`src/rtl/lnds_pkg.sv`:
```
package lnds_pkg;

    localparam int LNDS_DEPTH = 1024;
    localparam int LNDS_WIDTH = 32;
    localparam int LNDS_LEN_W = 11;

    typedef enum logic [2:0] {
        ST_IDLE   = 3'b001,
        ST_SEARCH = 3'b010,
        ST_UPDATE = 3'b100
    } lnds_state_t;

    typedef struct packed {
        logic load;
        logic step;
        logic update;
    } lnds_cmd_t;

    typedef struct packed {
        logic empty;
        logic more;
        logic hold;
    } lnds_status_t;

endpackage

```
`src/rtl/lnds_ctrl.sv`:
```
module lnds_ctrl import lnds_pkg::*; (
    input  logic         clk,
    input  logic         rst_n,
    input  logic         in_valid,
    output logic         in_ready,
    input  lnds_status_t status,
    output lnds_cmd_t    cmd
);

    lnds_state_t state_reg;
    lnds_state_t state_next;

    always_comb
    begin
        state_next = state_reg;
        cmd        = '0;
        in_ready   = 1'b0;
        unique case (state_reg)
            ST_IDLE:
            begin
                in_ready = 1'b1;
                if (in_valid)
                begin
                    cmd.load   = 1'b1;
                    state_next = status.empty ? ST_UPDATE : ST_SEARCH;
                end
            end
            ST_SEARCH:
            begin
                cmd.step   = 1'b1;
                state_next = status.more ? ST_SEARCH : ST_UPDATE;
            end
            ST_UPDATE:
            begin
                // hold a last item while the previous result has not been taken
                if (!status.hold)
                begin
                    cmd.update = 1'b1;
                    state_next = ST_IDLE;
                end
            end
            default:
            begin
                state_next = ST_IDLE;
            end
        endcase
    end

    always_ff @(posedge clk or negedge rst_n)
    begin
        if (!rst_n)
        begin
            state_reg <= ST_IDLE;
        end
        else
        begin
            state_reg <= state_next;
        end
    end

endmodule

```
`config.mk`:
```
export PLATFORM = sky130hd
export DESIGN_NAME = lnds_ctrl
export DESIGN_NICKNAME = d
export VERILOG_FILES = /design/src/rtl/lnds_pkg.sv /design/src/rtl/lnds_ctrl.sv
export SDC_FILE = /design/constraint.sdc
export NUM_CORES = 1
export LEC_CHECK = 0
export BUFFER_PORTS_ARGS = -buffer_cell sky130_fd_sc_hd__buf_2
export CAP_MARGIN = 20
export CORE_AREA = 2 2 39 41
export CTS_CLUSTER_DIAMETER = 30
export DETAILED_ROUTE_END_ITERATION = 7
export DIE_AREA = 0 0 41 43
export PLACE_DENSITY_LB_ADDON = 0.05
export SLEW_MARGIN = 20
export SYNTH_ARGS = -nofsm -noshare
export SYNTH_HDL_FRONTEND = slang
export SYNTH_SLANG_ARGS = --single-unit
```
`constraint.sdc`:
```
create_clock -name clk -period 1.8 [get_ports clk]
set_clock_uncertainty 0.15 [all_clocks]
set_input_delay 0.27 -clock clk [delete_from_list [all_inputs] [get_ports clk]]
set_output_delay 0.27 -clock clk [all_outputs]
set_load 0.02 [all_outputs]
```
**Word level (Yosys, flattened, before mapping)**

Cells that the tools add are included.

- Flip-flop bits (word level): 3
- Output and inout port bits: 4
- Input bits: 6
- Word-level logic and storage cells: 18

- Equality and inequality tests: 5
- Reduce and logical (&&, ||, !) cells: 1
- Multiplexer cells: 11

Operators by type and width:

| operator | count |
|---|---|
| $mux W3 | 4 |
| $pmux W3 S3 | 1 |
| $mux W1 | 6 |
| $ne A2 B2 Y1 const B | 2 |
| $eq A3 B1 Y1 const B | 1 |
| $eq A3 B2 Y1 const B | 1 |
| $eq A3 B3 Y1 const B | 1 |
| $reduce_and A2 Y1 | 1 |

**Longest topological paths before layout**

- Depth in word-level cells: 3
- Gate-level depth with buffers: 3
- Gate-level depth less buffers: 3

**Least setup slack after synthesis**

No wires, ideal clock.

- Kind: reg2out
- Start: register state_reg[0]
- End: output port cmd[2] (netlist name)
- Stages on the path, launching flop included: 3
- Path slack: 87 ps
- Data arrival time: 1293 ps
- Required time: 1380 ps
- Path buffers: 0
- Cells stage by stage: dfstp_2 > nor3b_2 > and2_2

RTL lines:

| what | line | RTL |
|---|---|---|
| start: declaration | lnds_ctrl.sv:10 | `lnds_state_t state_reg;` |
| start signal: assignment | lnds_ctrl.sv:57 | `state_reg <= state_next;` |
| end: declaration | lnds_ctrl.sv:7 | `output lnds_cmd_t cmd` |

==> results.json <==
{
  "run_status": "complete, no violations",
  "track_usage": 0.08359,
  "dpl.cell_count": 45,
  "root_buffer": "clkbuf_4",
  "reg2reg_slack_ps": 450,
  "syn_inst": 19,
  "core.rowCount": 14,
  "cts.sinks": 3,
  "finalNonFillerCells": 51,
  "antenna_left": 0,
  "clk_latency_ps": 230,
  "die_y_um": 43,
  "setup_viol": 0,
  "p_sw_uw": 211.0,
  "slew_headroom": 0.7934,
  "antenna_found_initial": 0,
  "drv_slew": 0,
  "vias": 201,
  "remaining_drc_errors": 0,
  "grt_pass1_vias": 220,
  "p_clk_frac": 0.218,
  "synth_warnings": 0,
  "place_ws_ps": 288.2,
  "dp_hpwl_um": 393.2,
  "hold_depth": 3,
  "grt_pass1_wl_um": 924,
  "p_seq_frac": 0.288,
  "die-area_um2": 1763,
  "crit_fanout": 6,
  "core_um2": 1384,
  "area_delta_synth_final_pct": 54.71,
  "cts_buffers": 3,
  "grt_overflow": 0,
  "tightest_slew_ps": 306.5,
  "setup_ws_ps": 98.95,
  "yosysUniqueCellTypes": 16,
  "hold_end": "state_reg[1]",
  "drt_pass1_iterations": 1,
  "die-width_um": 41,
  "clk_path_buf_depth": 2,
  "start_kind": "flip-flop",
  "grt_max_degree": 8,
  "leakagePower_nw": 0.1639,
  "rsz0062_at_grt": "no",
  "largest_register_ffs": 3,
  "holdCritStartpoint": "status[1]",
  "n_antenna_cell": 0,
  "ff2ff_path_depth": 3,
  "r2r_start": "state_reg[0]",
  "synth_nets": 25,
  "intPower_uw": 326.7,
  "drive_gt1_frac": 0.5714,
  "io_pins": 10,
  "wl_per_cell_um": 9.745,
  "irDropWorstVdd_mv": 0.3485,
  "min_path_type": "input port to flip-flop",
  "timing.fmax_mhz": 587.9,
  "via_per_inst": 3.941,
  "hold_violations": 0,
  "cts_tree": "built",
  "crit_required_ps": 1380,
  "worst_ep_arrival_time_ps": 1280,
  "maxCapViolations": 0,
  "p_per_area_nw_per_um2": 1634,
  "switching_share": 0.3924,
  "portBuffers": 9,
  "ys_ff_latch": 3,
  "fin_crit_ps": 1701,
  "path_clk_slew_ps": 40,
  "synth_area_um2": 212.7,
  "worstSetupPathType": "flip-flop to output pin",
  "avgSynthCellArea_um2": 11.19,
  "seq_area_frac_synth": 0.3588,
  "initial_utilization": 0.1537,
  "end_kind": "output pin",
  "final_nets": 42,
  "min_period_over_period": 0.9450,
  "setup-tns-final_ps": 0,
  "drt-total-wl_um": 497,
  "r2r-end": "state_reg[2]",
  "pwr-share-comb": 0.494,
  "place.gp.congestion": 0.5559,
  "cts_max_level": 1,
  "drt_iter0_drc": 0,
  "n_fill_cell": 152
}
cell families after synthesis:
family | synth area share
AO/OA/AOI/OAI | 0.2529
buffers and inverters | 0.05294
flip-flops | 0.3589
AND/OR/NAND/NOR | 0.3353
placed cells by master (no fill, tap or decap):
| cell | instances |
|---|---|
| a21oi_1 | 1 |
| nand4bb_1 | 1 |
| dfstp_2 | 1 |
| o21a_1 | 1 |
| a22oi_2 | 1 |
| nor3b_2 | 1 |
| nor2_1 | 1 |
| clkbuf_1 | 1 |
| inv_1 | 3 |
| dlygate4sd3_1 | 1 |
| o21ai_1 | 1 |
| a22oi_1 | 1 |
| nor4b_1 | 1 |
| buf_2 | 9 |
| and2_2 | 1 |
| nor3b_4 | 1 |
| and3b_1 | 1 |
| buf_4 | 2 |
| dfrtp_1 | 2 |
| o41ai_2 | 1 |
| clkbuf_4 | 3 |
area by class of cell:
type / count / area [um2] / area share
clock buffer: 4 / 26.28 / 0.07985
inverter: 3 / 11.26 / 0.03422
multi-input combinational: 13 / 125.1 / 0.3802
sequential: 3 / 76.32 / 0.2319
tap: 16 / 20.02 / 0.06084
timing repair buffer: 12 / 70.07 / 0.2129
how the worst max path moves through the flow:
stage | start | to | slack [ps]
final | state_reg[0] | cmd[2] | 100
after global routing | state_reg[0] | cmd[2] | 30
after CTS | state_reg[0] | in_ready | 30
after detailed placement | state_reg[0] | cmd[2] | 290
after global placement | state_reg[0] | cmd[2] | 300
after floorplan | state_reg[0] | cmd[2] | 90
through the flow:
stage	hold WS [ps]	util	power, mW	cell area [um2]
floorplan	-175.6	-	0.3192	212.7
global placement	-83.00	0.2061	0.4094	285.3
detailed placement	-82.90	0.2061	0.4127	285.3
CTS	159.5	0.2324	0.5409	321.6
global route	187.5	0.2378	0.5890	329.1
finish	166.1	0.2378	0.5376	329.1
Yosys cell counts:
| cell type | instances | area share |
|---|---|---|
| a21oi_1 | 1 | 0.024 |
| a22oi_1 | 1 | 0.035 |
| a22oi_2 | 1 | 0.059 |
| and2_2 | 1 | 0.035 |
| and3b_1 | 1 | 0.041 |
| dfrtp_1 | 2 | 0.24 |
| dfstp_2 | 1 | 0.12 |
| inv_1 | 3 | 0.053 |
| nand4bb_1 | 1 | 0.053 |
| nor2_1 | 1 | 0.018 |
| nor3b_2 | 1 | 0.059 |
| nor3b_4 | 1 | 0.088 |
| nor4b_1 | 1 | 0.041 |
| o21a_1 | 1 | 0.035 |
| o21ai_1 | 1 | 0.024 |
| o41ai_2 | 1 | 0.076 |
power groups by stage:
| stage | Clock (mW) | Sequential, mW | Combinational [mW] |
|---|---|---|---|
| 2_1_floorplan | 0 | 0.148 | 0.171 |
| 3_3_place_gp | 0 | 0.160 | 0.249 |
| 3_5_place_dp | 0 | 0.162 | 0.251 |
| 4_1_cts | 0.126 | 0.162 | 0.253 |
| 5_1_grt | 0.133 | 0.165 | 0.291 |
| 6_report | 0.117 | 0.155 | 0.266 |
repair_timing:
item | CTS | global route
hold buffers | 1 | 0
hold endpoints to repair | 3 | 0
gates resized for setup | 0 | 0
endpoints found under the setup margin | 0 | 1
setup buffers | 0 | 1
worst max-delay path, stage by stage (launching register included):
cell     delay [ps]
dfstp_2         560
nor3b_2         190
and2_2          160
buf_2           150
metal layers:
metal  track usage  wire [um]
met2        0.1063        249
met5             0          0
met3       0.04712         37
met4       0.08000          0
met1       0.09091        210
No activity file was read; power rests on OpenSTA's default activity.
